**config.mk**
```make
export PLATFORM = sky130hd
export DESIGN_NAME = touch_virtual_button_mapper_unit
export DESIGN_NICKNAME = d
export VERILOG_FILES = /design/src/rtl/tvbm_pkg.sv /design/src/rtl/touch_virtual_button_mapper_unit.sv /design/src/rtl/tvbm_slot_table.sv /design/src/rtl/tvbm_hit_unit.sv
export SDC_FILE = /design/constraint.sdc
export NUM_CORES = 2
export LEC_CHECK = 0
export BUFFER_PORTS_ARGS = -buffer_cell sky130_fd_sc_hd__buf_2
export CORE_MARGIN = 4
export CORE_UTILIZATION = 37
export CTS_CLUSTER_SIZE = 24
export DETAILED_ROUTE_END_ITERATION = 8
export GPL_TIMING_DRIVEN = 0
export PLACE_DENSITY_LB_ADDON = 0.2
export SKIP_CTS_REPAIR_TIMING = 1
export SYNTH_ARGS = -nofsm -noshare
export SYNTH_HDL_FRONTEND = slang
export SYNTH_SLANG_ARGS = --single-unit
```
**constraint.sdc**
```tcl
create_clock -name aclk -period 10.2 [get_ports aclk]
set_input_delay 0.51 -clock aclk [delete_from_list [all_inputs] [get_ports aclk]]
set_output_delay 0.51 -clock aclk [all_outputs]
set_load 0.02 [all_outputs]
```
**src/rtl/tvbm_pkg.sv**
```systemverilog
// shared types and constants for the touch virtual button mapper
// no dependencies; all other files refer to it by scoped names
`timescale 1ns / 1ps

package tvbm_pkg;

    // fixed field widths
    localparam int ID_W       = 16;
    localparam int COORD_W    = 14;
    localparam int YOFF_W     = 10;
    localparam int MASK_W     = 8;
    localparam int STATUS_W   = 3;
    localparam int CFG_IDX_W  = 2;
    localparam int CFG_DATA_W = 10;

    // parameter defaults
    localparam int SLOT_COUNT_DEF      = 12;
    localparam int ID_BITS_DEF         = 16;
    localparam int COORD_FRAC_BITS_DEF = 4;

    // button mask bit positions
    localparam int BTN_UP     = 0;
    localparam int BTN_DOWN   = 1;
    localparam int BTN_LEFT   = 2;
    localparam int BTN_RIGHT  = 3;
    localparam int BTN_CROSS  = 4;
    localparam int BTN_CIRCLE = 5;
    localparam int BTN_START  = 6;
    localparam int BTN_SELECT = 7;

    typedef enum logic [STATUS_W-1:0] {
        EV_STORED           = 3'd0,
        EV_RELEASED         = 3'd1,
        EV_UNKNOWN_RELEASE  = 3'd2,
        EV_TABLE_FULL       = 3'd3,
        EV_DISABLED         = 3'd4
    } tvbm_status_t;

    typedef enum logic [CFG_IDX_W-1:0] {
        CFG_ENABLED         = 2'd0,
        CFG_OVERLAY_VISIBLE = 2'd1,
        CFG_Y_OFFSET        = 2'd2
    } tvbm_cfg_idx_t;

    typedef enum logic [2:0] {
        IDLE,
        SCAN,
        UPDATE,
        HIT,
        DRAIN,
        FINISH
    } tvbm_state_t;

    // slot table write command
    typedef struct packed {
        logic write;
        logic free_slot;
        logic clear_all;
    } tvbm_tbl_cmd_t;

    // tag that travels with a slot through the hit tester
    typedef struct packed {
        logic hit;
        logic last;
    } tvbm_hit_tag_t;

endpackage

```
**src/rtl/touch_virtual_button_mapper_unit.sv**
```systemverilog
// top level of the touch virtual button mapper: sequencer, config registers, output register
// depends on tvbm_pkg, tvbm_slot_table and tvbm_hit_unit
`timescale 1ns / 1ps

// Usage
// - s_ channel carries one touch event per transaction: finger id, down/up, x and y
//   in Q10.4 pixels. m_ channel returns one result per event: button mask and status.
// - cfg_wr_en/cfg_index/cfg_wdata write enabled, overlay_visible and y_offset; write
//   only while no event is in flight. Clearing enabled empties the finger table.
// - An enabled event walks the slots once to look up the finger id, updates the table,
//   sends every slot through the shared hit tester, drains its pipeline and then loads
//   the output register. A disabled event skips the table and the hit tester and goes
//   straight to loading the output register.
// - s_ready is high only while the sequencer is idle, so one event is in work at a
//   time.
// - The result sits in an output register; the next event may be accepted while it
//   waits, and that event finishes only once the register is free.
// - A stall on m_ready holds m_valid and the result unchanged.
// - Reset (aresetn low, synchronous) empties the table, clears the config registers and m_valid.

module touch_virtual_button_mapper_unit #(
    parameter int SLOT_COUNT      = tvbm_pkg::SLOT_COUNT_DEF,
    parameter int ID_BITS         = tvbm_pkg::ID_BITS_DEF,
    parameter int COORD_FRAC_BITS = tvbm_pkg::COORD_FRAC_BITS_DEF
) (
    input  logic                              aclk,
    input  logic                              aresetn,
    input  logic                              s_valid,
    output logic                              s_ready,
    input  logic [tvbm_pkg::ID_W-1:0]         s_finger_id,
    input  logic                              s_is_down,
    input  logic [tvbm_pkg::COORD_W-1:0]      s_pos_x,
    input  logic [tvbm_pkg::COORD_W-1:0]      s_pos_y,
    output logic                              m_valid,
    input  logic                              m_ready,
    output logic [tvbm_pkg::MASK_W-1:0]       m_button_mask,
    output logic [tvbm_pkg::STATUS_W-1:0]     m_event_status,
    input  logic                              cfg_wr_en,
    input  logic [tvbm_pkg::CFG_IDX_W-1:0]    cfg_index,
    input  logic [tvbm_pkg::CFG_DATA_W-1:0]   cfg_wdata
);

    localparam int IW = (SLOT_COUNT > 1) ? $clog2(SLOT_COUNT) : 1;
    localparam logic [IW-1:0] LAST_IDX = IW'(SLOT_COUNT - 1);

    // configuration registers
    logic                                enabled_reg, visible_reg;
    logic signed [tvbm_pkg::YOFF_W-1:0]  y_offset_reg;

    always_ff @(posedge aclk) begin
        if (!aresetn) begin
            enabled_reg  <= 1'b0;
            visible_reg  <= 1'b0;
            y_offset_reg <= '0;
        end else if (cfg_wr_en) begin
            unique case (cfg_index)
                tvbm_pkg::CFG_ENABLED:         enabled_reg  <= cfg_wdata[0];
                tvbm_pkg::CFG_OVERLAY_VISIBLE: visible_reg  <= cfg_wdata[0];
                tvbm_pkg::CFG_Y_OFFSET:        y_offset_reg <= cfg_wdata[tvbm_pkg::YOFF_W-1:0];
                default: ;
            endcase
        end
    end

    // sequencer state
    tvbm_pkg::tvbm_state_t  state_reg, state_next;
    logic [IW-1:0]          idx_reg, idx_next;
    logic [ID_BITS-1:0]     id_reg, id_next;
    logic                   down_reg, down_next;
    logic [tvbm_pkg::COORD_W-1:0] x_reg, x_next, y_reg, y_next;
    logic                   match_found_reg, match_found_next;
    logic [IW-1:0]          match_idx_reg, match_idx_next;
    logic                   free_found_reg, free_found_next;
    logic [IW-1:0]          free_idx_reg, free_idx_next;
    tvbm_pkg::tvbm_status_t status_reg, status_next;
    logic [tvbm_pkg::MASK_W-1:0] mask_acc_reg, mask_acc_next;
    logic                   out_valid_reg, out_valid_next;
    logic [tvbm_pkg::MASK_W-1:0] out_mask_reg, out_mask_next;
    tvbm_pkg::tvbm_status_t out_status_reg, out_status_next;

    // table and hit tester connections
    tvbm_pkg::tvbm_tbl_cmd_t  tbl_cmd;
    logic [IW-1:0]            wr_idx;
    logic                     rd_active;
    logic [ID_BITS-1:0]       rd_id;
    logic [tvbm_pkg::COORD_W-1:0] rd_x, rd_y;
    tvbm_pkg::tvbm_hit_tag_t  hit_in_tag, hit_out_tag;
    logic [tvbm_pkg::MASK_W-1:0] hit_mask;

    tvbm_slot_table #(
        .SLOT_COUNT (SLOT_COUNT),
        .ID_BITS    (ID_BITS),
        .IW         (IW)
    ) u_slot_table (
        .aclk      (aclk),
        .aresetn   (aresetn),
        .cmd       (tbl_cmd),
        .wr_idx    (wr_idx),
        .wr_id     (id_reg),
        .wr_x      (x_reg),
        .wr_y      (y_reg),
        .rd_idx    (idx_reg),
        .rd_active (rd_active),
        .rd_id     (rd_id),
        .rd_x      (rd_x),
        .rd_y      (rd_y)
    );

    tvbm_hit_unit #(
        .COORD_FRAC_BITS (COORD_FRAC_BITS)
    ) u_hit_unit (
        .aclk     (aclk),
        .aresetn  (aresetn),
        .in_tag   (hit_in_tag),
        .in_x     (rd_x),
        .in_y     (rd_y),
        .y_offset (y_offset_reg),
        .out_tag  (hit_out_tag),
        .out_mask (hit_mask)
    );

    always_ff @(posedge aclk) begin
        if (!aresetn) begin
            state_reg     <= tvbm_pkg::IDLE;
            out_valid_reg <= 1'b0;
        end else begin
            state_reg     <= state_next;
            out_valid_reg <= out_valid_next;
        end
    end

    always_ff @(posedge aclk) begin
        idx_reg         <= idx_next;
        id_reg          <= id_next;
        down_reg        <= down_next;
        x_reg           <= x_next;
        y_reg           <= y_next;
        match_found_reg <= match_found_next;
        match_idx_reg   <= match_idx_next;
        free_found_reg  <= free_found_next;
        free_idx_reg    <= free_idx_next;
        status_reg      <= status_next;
        mask_acc_reg    <= mask_acc_next;
        out_mask_reg    <= out_mask_next;
        out_status_reg  <= out_status_next;
    end

    always_comb begin
        state_next       = state_reg;
        idx_next         = idx_reg;
        id_next          = id_reg;
        down_next        = down_reg;
        x_next           = x_reg;
        y_next           = y_reg;
        match_found_next = match_found_reg;
        match_idx_next   = match_idx_reg;
        free_found_next  = free_found_reg;
        free_idx_next    = free_idx_reg;
        status_next      = status_reg;
        mask_acc_next    = mask_acc_reg;
        out_valid_next   = out_valid_reg && !m_ready;
        out_mask_next    = out_mask_reg;
        out_status_next  = out_status_reg;
        tbl_cmd          = '0;
        tbl_cmd.clear_all = !enabled_reg;
        wr_idx           = match_idx_reg;
        hit_in_tag       = '0;

        if (hit_out_tag.hit) begin
            mask_acc_next = mask_acc_reg | hit_mask;
        end

        unique case (state_reg)
            tvbm_pkg::IDLE: begin
                if (s_valid) begin
                    id_next          = ID_BITS'(s_finger_id);
                    down_next        = s_is_down;
                    x_next           = s_pos_x;
                    y_next           = s_pos_y;
                    idx_next         = '0;
                    match_found_next = 1'b0;
                    free_found_next  = 1'b0;
                    mask_acc_next    = '0;
                    if (!enabled_reg) begin
                        status_next = tvbm_pkg::EV_DISABLED;
                        state_next  = tvbm_pkg::FINISH;
                    end else begin
                        state_next  = tvbm_pkg::SCAN;
                    end
                end
            end
            tvbm_pkg::SCAN: begin
                // first active slot with the same id, first free slot
                if (rd_active && (rd_id == id_reg) && !match_found_reg) begin
                    match_found_next = 1'b1;
                    match_idx_next   = idx_reg;
                end
                if (!rd_active && !free_found_reg) begin
                    free_found_next = 1'b1;
                    free_idx_next   = idx_reg;
                end
                if (idx_reg == LAST_IDX) begin
                    state_next = tvbm_pkg::UPDATE;
                end else begin
                    idx_next = idx_reg + IW'(1);
                end
            end
            tvbm_pkg::UPDATE: begin
                if (!down_reg) begin
                    if (match_found_reg) begin
                        tbl_cmd.free_slot = 1'b1;
                        status_next       = tvbm_pkg::EV_RELEASED;
                    end else begin
                        status_next       = tvbm_pkg::EV_UNKNOWN_RELEASE;
                    end
                end else if (match_found_reg) begin
                    tbl_cmd.write = 1'b1;
                    status_next   = tvbm_pkg::EV_STORED;
                end else if (free_found_reg) begin
                    wr_idx        = free_idx_reg;
                    tbl_cmd.write = 1'b1;
                    status_next   = tvbm_pkg::EV_STORED;
                end else begin
                    status_next   = tvbm_pkg::EV_TABLE_FULL;
                end
                idx_next   = '0;
                state_next = tvbm_pkg::HIT;
            end
            tvbm_pkg::HIT: begin
                hit_in_tag.hit  = rd_active;
                hit_in_tag.last = (idx_reg == LAST_IDX);
                if (idx_reg == LAST_IDX) begin
                    state_next = tvbm_pkg::DRAIN;
                end else begin
                    idx_next = idx_reg + IW'(1);
                end
            end
            tvbm_pkg::DRAIN: begin
                if (hit_out_tag.last) begin
                    state_next = tvbm_pkg::FINISH;
                end
            end
            tvbm_pkg::FINISH: begin
                // wait for the output register to free up
                if (!out_valid_reg || m_ready) begin
                    out_valid_next  = 1'b1;
                    out_mask_next   = visible_reg ? mask_acc_reg : '0;
                    out_status_next = status_reg;
                    state_next      = tvbm_pkg::IDLE;
                end
            end
            default: begin
                state_next = tvbm_pkg::IDLE;
            end
        endcase
    end

    assign s_ready        = (state_reg == tvbm_pkg::IDLE);
    assign m_valid        = out_valid_reg;
    assign m_button_mask  = out_mask_reg;
    assign m_event_status = out_status_reg;

endmodule

```
**src/rtl/tvbm_slot_table.sv**
```systemverilog
// active finger table: valid bits, finger ids and last positions per slot
// depends on tvbm_pkg
`timescale 1ns / 1ps

module tvbm_slot_table #(
    parameter int SLOT_COUNT = tvbm_pkg::SLOT_COUNT_DEF,
    parameter int ID_BITS    = tvbm_pkg::ID_BITS_DEF,
    parameter int IW         = (SLOT_COUNT > 1) ? $clog2(SLOT_COUNT) : 1
) (
    input  logic                          aclk,
    input  logic                          aresetn,
    input  tvbm_pkg::tvbm_tbl_cmd_t       cmd,
    input  logic [IW-1:0]                 wr_idx,
    input  logic [ID_BITS-1:0]            wr_id,
    input  logic [tvbm_pkg::COORD_W-1:0]  wr_x,
    input  logic [tvbm_pkg::COORD_W-1:0]  wr_y,
    input  logic [IW-1:0]                 rd_idx,
    output logic                          rd_active,
    output logic [ID_BITS-1:0]            rd_id,
    output logic [tvbm_pkg::COORD_W-1:0]  rd_x,
    output logic [tvbm_pkg::COORD_W-1:0]  rd_y
);

    logic [SLOT_COUNT-1:0]        active_reg;
    logic [ID_BITS-1:0]           id_reg [SLOT_COUNT];
    logic [tvbm_pkg::COORD_W-1:0] x_reg  [SLOT_COUNT];
    logic [tvbm_pkg::COORD_W-1:0] y_reg  [SLOT_COUNT];

    always_ff @(posedge aclk) begin
        if (!aresetn) begin
            active_reg <= '0;
        end else if (cmd.clear_all) begin
            active_reg <= '0;
        end else if (cmd.write) begin
            active_reg[wr_idx] <= 1'b1;
        end else if (cmd.free_slot) begin
            active_reg[wr_idx] <= 1'b0;
        end
    end

    always_ff @(posedge aclk) begin
        if (cmd.write && !cmd.clear_all) begin
            id_reg[wr_idx] <= wr_id;
            x_reg[wr_idx]  <= wr_x;
            y_reg[wr_idx]  <= wr_y;
        end
    end

    assign rd_active = active_reg[rd_idx];
    assign rd_id     = id_reg[rd_idx];
    assign rd_x      = x_reg[rd_idx];
    assign rd_y      = y_reg[rd_idx];

endmodule

```
**src/rtl/tvbm_hit_unit.sv**
```systemverilog
// shared hit tester: one slot position per cycle, three register stages
// depends on tvbm_pkg
`timescale 1ns / 1ps

module tvbm_hit_unit #(
    parameter int COORD_FRAC_BITS = tvbm_pkg::COORD_FRAC_BITS_DEF
) (
    input  logic                                aclk,
    input  logic                                aresetn,
    input  tvbm_pkg::tvbm_hit_tag_t             in_tag,
    input  logic [tvbm_pkg::COORD_W-1:0]        in_x,
    input  logic [tvbm_pkg::COORD_W-1:0]        in_y,
    input  logic signed [tvbm_pkg::YOFF_W-1:0]  y_offset,
    output tvbm_pkg::tvbm_hit_tag_t             out_tag,
    output logic [tvbm_pkg::MASK_W-1:0]         out_mask
);

    localparam int F  = COORD_FRAC_BITS;
    localparam int S  = 1 << F;
    localparam int DW = F + 17;   // signed working width for shifted coordinates
    localparam int PW = F + 7;    // d-pad offset magnitude, up to 64 pixels
    localparam int RW = F + 6;    // round button offset magnitude, up to 33 pixels

    localparam logic signed [DW-1:0] DP_CX  = DW'(62 * S);
    localparam logic signed [DW-1:0] DP_CY  = DW'(150 * S);
    localparam logic [DW-1:0]        DP_LIM = DW'(64 * S);
    localparam logic [DW-1:0]        DP_DZ  = DW'(11 * S);
    localparam logic signed [DW-1:0] CR_CX  = DW'(444 * S);
    localparam logic signed [DW-1:0] CR_CY  = DW'(126 * S);
    localparam logic signed [DW-1:0] CI_CX  = DW'(386 * S);
    localparam logic signed [DW-1:0] CI_CY  = DW'(170 * S);
    localparam logic [DW-1:0]        RAD    = DW'(33 * S);
    localparam logic [2*RW:0]        RAD_SQ = (2*RW+1)'(1089 * S * S);
    localparam logic signed [DW-1:0] ST_X0  = DW'(398 * S);
    localparam logic signed [DW-1:0] ST_X1  = DW'(470 * S);
    localparam logic signed [DW-1:0] SE_X0  = DW'(334 * S);
    localparam logic signed [DW-1:0] SE_X1  = DW'(406 * S);
    localparam logic signed [DW-1:0] BX_Y0  = DW'(232 * S);
    localparam logic signed [DW-1:0] BX_Y1  = DW'(268 * S);

    function automatic logic [DW-1:0] mag(input logic signed [DW-1:0] v);
        logic [DW-1:0] r;
        r = v[DW-1] ? DW'(-v) : DW'(v);
        return r;
    endfunction

    // stage 1: apply y offset
    logic signed [DW-1:0] x_ext, y_ext, yoff_ext, y_adj;
    logic signed [DW-1:0] xs_reg, ys_reg;
    tvbm_pkg::tvbm_hit_tag_t tag1_reg, tag2_reg, tag3_reg;

    assign x_ext    = DW'(in_x);
    assign y_ext    = DW'(in_y);
    assign yoff_ext = DW'(y_offset);
    assign y_adj    = y_ext - (yoff_ext <<< F);

    always_ff @(posedge aclk) begin
        xs_reg <= x_ext;
        ys_reg <= y_adj;
    end

    // stage 2: offsets from each control, range checks, boxes
    logic signed [DW-1:0] dp_dx, dp_dy;
    logic [DW-1:0]        dp_ax, dp_ay, cr_ax, cr_ay, ci_ax, ci_ay;
    logic                 dp_ok, cr_near, ci_near, start_hit, select_hit;

    assign dp_dx = xs_reg - DP_CX;
    assign dp_dy = ys_reg - DP_CY;
    assign dp_ax = mag(dp_dx);
    assign dp_ay = mag(dp_dy);
    assign dp_ok = (dp_ax <= DP_LIM) && (dp_ay <= DP_LIM) &&
                   ((dp_ax > DP_DZ) || (dp_ay > DP_DZ));

    assign cr_ax   = mag(xs_reg - CR_CX);
    assign cr_ay   = mag(ys_reg - CR_CY);
    assign ci_ax   = mag(xs_reg - CI_CX);
    assign ci_ay   = mag(ys_reg - CI_CY);
    assign cr_near = (cr_ax <= RAD) && (cr_ay <= RAD);
    assign ci_near = (ci_ax <= RAD) && (ci_ay <= RAD);

    assign start_hit  = (xs_reg >= ST_X0) && (xs_reg <= ST_X1) &&
                        (ys_reg >= BX_Y0) && (ys_reg <= BX_Y1);
    assign select_hit = (xs_reg >= SE_X0) && (xs_reg <= SE_X1) &&
                        (ys_reg >= BX_Y0) && (ys_reg <= BX_Y1);

    logic          dp_ok_reg, dp_xneg_reg, dp_yneg_reg;
    logic [PW-1:0] dp_ax_reg, dp_ay_reg;
    logic          cr_near_reg, ci_near_reg, start_reg, select_reg;
    logic [RW-1:0] cr_ax_reg, cr_ay_reg, ci_ax_reg, ci_ay_reg;

    always_ff @(posedge aclk) begin
        dp_ok_reg   <= dp_ok;
        dp_xneg_reg <= dp_dx[DW-1];
        dp_yneg_reg <= dp_dy[DW-1];
        dp_ax_reg   <= dp_ax[PW-1:0];
        dp_ay_reg   <= dp_ay[PW-1:0];
        cr_near_reg <= cr_near;
        ci_near_reg <= ci_near;
        cr_ax_reg   <= cr_ax[RW-1:0];
        cr_ay_reg   <= cr_ay[RW-1:0];
        ci_ax_reg   <= ci_ax[RW-1:0];
        ci_ay_reg   <= ci_ay[RW-1:0];
        start_reg   <= start_hit;
        select_reg  <= select_hit;
    end

    // stage 3: diagonal ratio compare and squared radius
    logic [PW+4:0]   ax20, ay20, ax9, ay9;
    logic [2*RW-1:0] cr_sx, cr_sy, ci_sx, ci_sy;
    logic [2*RW:0]   cr_d2, ci_d2;
    logic [tvbm_pkg::MASK_W-1:0] mask3;

    assign ax20 = (PW+5)'(dp_ax_reg) * (PW+5)'(20);
    assign ay20 = (PW+5)'(dp_ay_reg) * (PW+5)'(20);
    assign ax9  = (PW+5)'(dp_ax_reg) * (PW+5)'(9);
    assign ay9  = (PW+5)'(dp_ay_reg) * (PW+5)'(9);

    assign cr_sx = (2*RW)'(cr_ax_reg) * (2*RW)'(cr_ax_reg);
    assign cr_sy = (2*RW)'(cr_ay_reg) * (2*RW)'(cr_ay_reg);
    assign ci_sx = (2*RW)'(ci_ax_reg) * (2*RW)'(ci_ax_reg);
    assign ci_sy = (2*RW)'(ci_ay_reg) * (2*RW)'(ci_ay_reg);
    assign cr_d2 = (2*RW+1)'(cr_sx) + (2*RW+1)'(cr_sy);
    assign ci_d2 = (2*RW+1)'(ci_sx) + (2*RW+1)'(ci_sy);

    always_comb begin
        mask3 = '0;
        if (dp_ok_reg) begin
            if (ax20 >= ay9) begin
                if (dp_xneg_reg) begin
                    mask3[tvbm_pkg::BTN_LEFT] = 1'b1;
                end else begin
                    mask3[tvbm_pkg::BTN_RIGHT] = 1'b1;
                end
            end
            if (ay20 >= ax9) begin
                if (dp_yneg_reg) begin
                    mask3[tvbm_pkg::BTN_UP] = 1'b1;
                end else begin
                    mask3[tvbm_pkg::BTN_DOWN] = 1'b1;
                end
            end
        end
        mask3[tvbm_pkg::BTN_CROSS]  = cr_near_reg && (cr_d2 <= RAD_SQ);
        mask3[tvbm_pkg::BTN_CIRCLE] = ci_near_reg && (ci_d2 <= RAD_SQ);
        mask3[tvbm_pkg::BTN_START]  = start_reg;
        mask3[tvbm_pkg::BTN_SELECT] = select_reg;
    end

    always_ff @(posedge aclk) begin
        out_mask <= mask3;
    end

    always_ff @(posedge aclk) begin
        if (!aresetn) begin
            tag1_reg <= '0;
            tag2_reg <= '0;
            tag3_reg <= '0;
        end else begin
            tag1_reg <= in_tag;
            tag2_reg <= tag1_reg;
            tag3_reg <= tag2_reg;
        end
    end

    assign out_tag = tag3_reg;

endmodule

```
==> reports/qor.yml <==
cells_and_area:
  drive_gt1_frac: 0.112
  final_cells: 5354
  largest_register_ffs: 192
  antennaDiodeCount: 0
  finalNetCount: 4307
  area_growth_pct: 11.9
  n_fill_cell: 11100
drt:
  drc: 0
  vias_per_cell: 4.97
  drt_wl_total_um: 102000
  drt_iter0_markers: 1571
  vias: 26600
  post_drt_wl_per_cell_um: 19.1
  ant_nets: 0
  firstDrtPassIters: 5
clock_network:
  cts_root_buf: "clkbuf_16"
  cts_made_buffers: 75
  cts_htree_levels: 3
  clk_latency_ns: 0.62
  clk_pin_slew_ns: 0.07
  clockBufferDepth: 3
  cts.sinks: 750
  cts_tree: "yes"
floorplan:
  rows: 126
  dieArea_um2: 125000
  initial_core_util: 0.374
  die_h_um: 354
  dieWidth_um: 354
  pin_count: 75
  core_area_um2: 118000
grt:
  antenna_found_initial: 0
  overflow: 0
  grt_pass1_vias: 27400
  track_usage: 0.164
  grt_pass1_wl_um: 160000
  grt_max_degree: 45
setup_path:
  cp_max_fo: 10
  end_kind: "flip-flop"
  crit_arrival_ns: 8.65
  required_ns: 10.64
  worstSetupStartpointType: "flip-flop"
  cp_top_family: "adder cells"
  crit_buf_inv: 4
  slowest_stage: "nor4b_1"
  slowest_delay_ns: 0.69
  path_class: "flip-flop to flip-flop"
  worst_path_most_repeated_cell: "fa_1"
  cp_cell_sequence: "clkbuf_1 > clkbuf_1 > and2_1 > fa_1 > fa_1 > fa_1 > inv_1 > fa_1 > fa_1 > fa_1 > inv_1 > fa_1 > ha_1 > a21o_1 > a21oi_1 > o211ai_1 > o221ai_1 > nand2_1 > a31o_2 > a21oi_1 > xnor2_1 > nor4b_1"
timing:
  finalHoldViolCount: 0
  layout_worst_path_cycle_share: 0.805
  report.final.slew_viol_count: 0
  fin_crit_ns: 8.21
  fin_tns_setup_ns: 0
  setup_ws_ns: 1.99
  rsz0062_at_grt: "false"
  fmax_mhz: 122
  clock_skew_ns: 0.0155
  worst_pin_slew_ns: 1.30
  setup-violations-final: 0
  timing.hold.ws_ns: 0.0632
  relSlewSlack: 0.134
run_status:
  status: "complete, no violations"
logic_synthesis:
  synth_nets: 4132
  async_flop_share: 0
  synth_edf_count: 601
  yosys-top-cells-count: "edfxtp_1, inv_1, ha_1"
  yosys-top-cells-area: "edfxtp_1, fa_1, ha_1"
  synth.yosys.seq_area_share: 0.475
  yosys_register_bits: 750
  synth_area_leader_cell: "edfxtp_1"
  ys_types: 89
  yosysWarningCount: 0
  yosysMostFrequentCell: "edfxtp_1"
  syn-cell-area_um2: 44300
  synthCells: 3521
  syn_avg_cell_area_um2: 12.6
  synth-main-ff-cell: "edfxtp_1"
  yosysTopAreaCellShare: 0.408
placed_design:
  io_buffer_count: 74
  preCtsSetupSlack_ns: 1.90
  dp_cells: 5219
  hpwlAfterDp_um: 75100
  place.gp.congestion: 0.832
flow_run:
  drv_cap: 0
hold_path:
  hold_path.class: "input pin to flip-flop"
## worst reg2reg max path, delay by kind of cell, from the launching register on
kind | cells | cell delay (ns)
adders and majority gates | 8 | 3.85
AOI/OAI and AO/OA | 6 | 1.39
and+or+nand+nor | 3 | 1.18
buffers and inverters | 4 | 1.12
DFF | 1 | 0.43
xor gates and xnor gates | 1 | 0.08
## layout make-up
class | instances | area (um2) | share of cell area
clock inverters | 43 | 380 | 0.00768
repair buffers | 98 | 828 | 0.0167
clock buffers | 92 | 1960 | 0.0396
plain buffers | 144 | 587 | 0.0118
multi-input cells | 2164 | 21000 | 0.424
flip-flops and latches | 750 | 21000 | 0.425
well taps | 1600 | 2000 | 0.0404
inverters | 463 | 1740 | 0.0351
## path summary, 6_finish.rpt
| kind | depth (start not counted) | slack [ns] | from | endpoint |
|---|---|---|---|---|
| worst max register to register | 22 | 1.99 | u_hit_unit.dp_ax_reg[0]$_DFF_P_ | u_hit_unit.out_mask[4]$_DFF_P_ |
| worst min register to register | 0 | 0.32 | u_hit_unit.start_reg$_DFF_P_ | u_hit_unit.out_mask[6]$_DFF_P_ |
| worst max-delay path | 22 | 1.99 | u_hit_unit.dp_ax_reg[0]$_DFF_P_ | u_hit_unit.out_mask[4]$_DFF_P_ |
| worst min-delay path | 1 | 0.06 | s_finger_id[10] | id_reg[10]$_DFFE_PP_ |
## routing by layer
layer,global-route usage,wire length (um),vias up
li1,-,-,12700
met1,0.222,46500,13400
met2,0.281,50200,453
met3,0.0201,3680,112
met4,0.0372,1850,0
met5,0,0,-
## placed cells by master (no fill, tap or decap), drive strengths merged, types with 12 or more instances in the layout
master	Yosys	routed
nand3	35	35
nand4	16	16
nor2b	37	37
mux4	135	135
o21ai	131	131
xnor2	120	120
ha	283	283
xor2	61	61
edfxtp	601	601
clkbuf	108	200
nor2	152	152
nand2	241	241
or3	12	12
a211oi	20	20
mux2i	64	64
clkinv	2	30
a21o	26	26
nand3b	15	15
nor3	45	45
nor4	14	14
o21a	18	18
inv	461	467
o22ai	12	12
nand2b	32	32
and3	20	20
buf	36	134
and2	125	125
fa	266	266
a21oi	131	131
dfxtp	149	149
a31oi	20	20
## metrics by stage
stage | area [um2] | util
finish | 49500 | 0.418
global route | 49500 | 0.418
CTS | 49500 | 0.418
detailed placement | 47200 | 0.399
global placement | 46600 | 0.394
floorplan | 44300 | -
## kinds of logic (layout without fill, tap and decap cells)
group | count (synthesis) | count (layout) | share of synthesized area
buffers and inverters | 607 | 840 | 0.0525
flip-flops | 750 | 750 | 0.475
adder cells (fa/ha/maj) | 549 | 549 | 0.200
XOR/XNOR | 181 | 181 | 0.0358
AO/OA/AOI/OAI | 450 | 450 | 0.0629
AND/OR/NAND/NOR | 778 | 778 | 0.0886
multiplexers | 206 | 206 | 0.0849
Power is left out: the tool's default activity adds up to more than one toggle a clock period on the data nets, which glitch-free logic cannot reach.
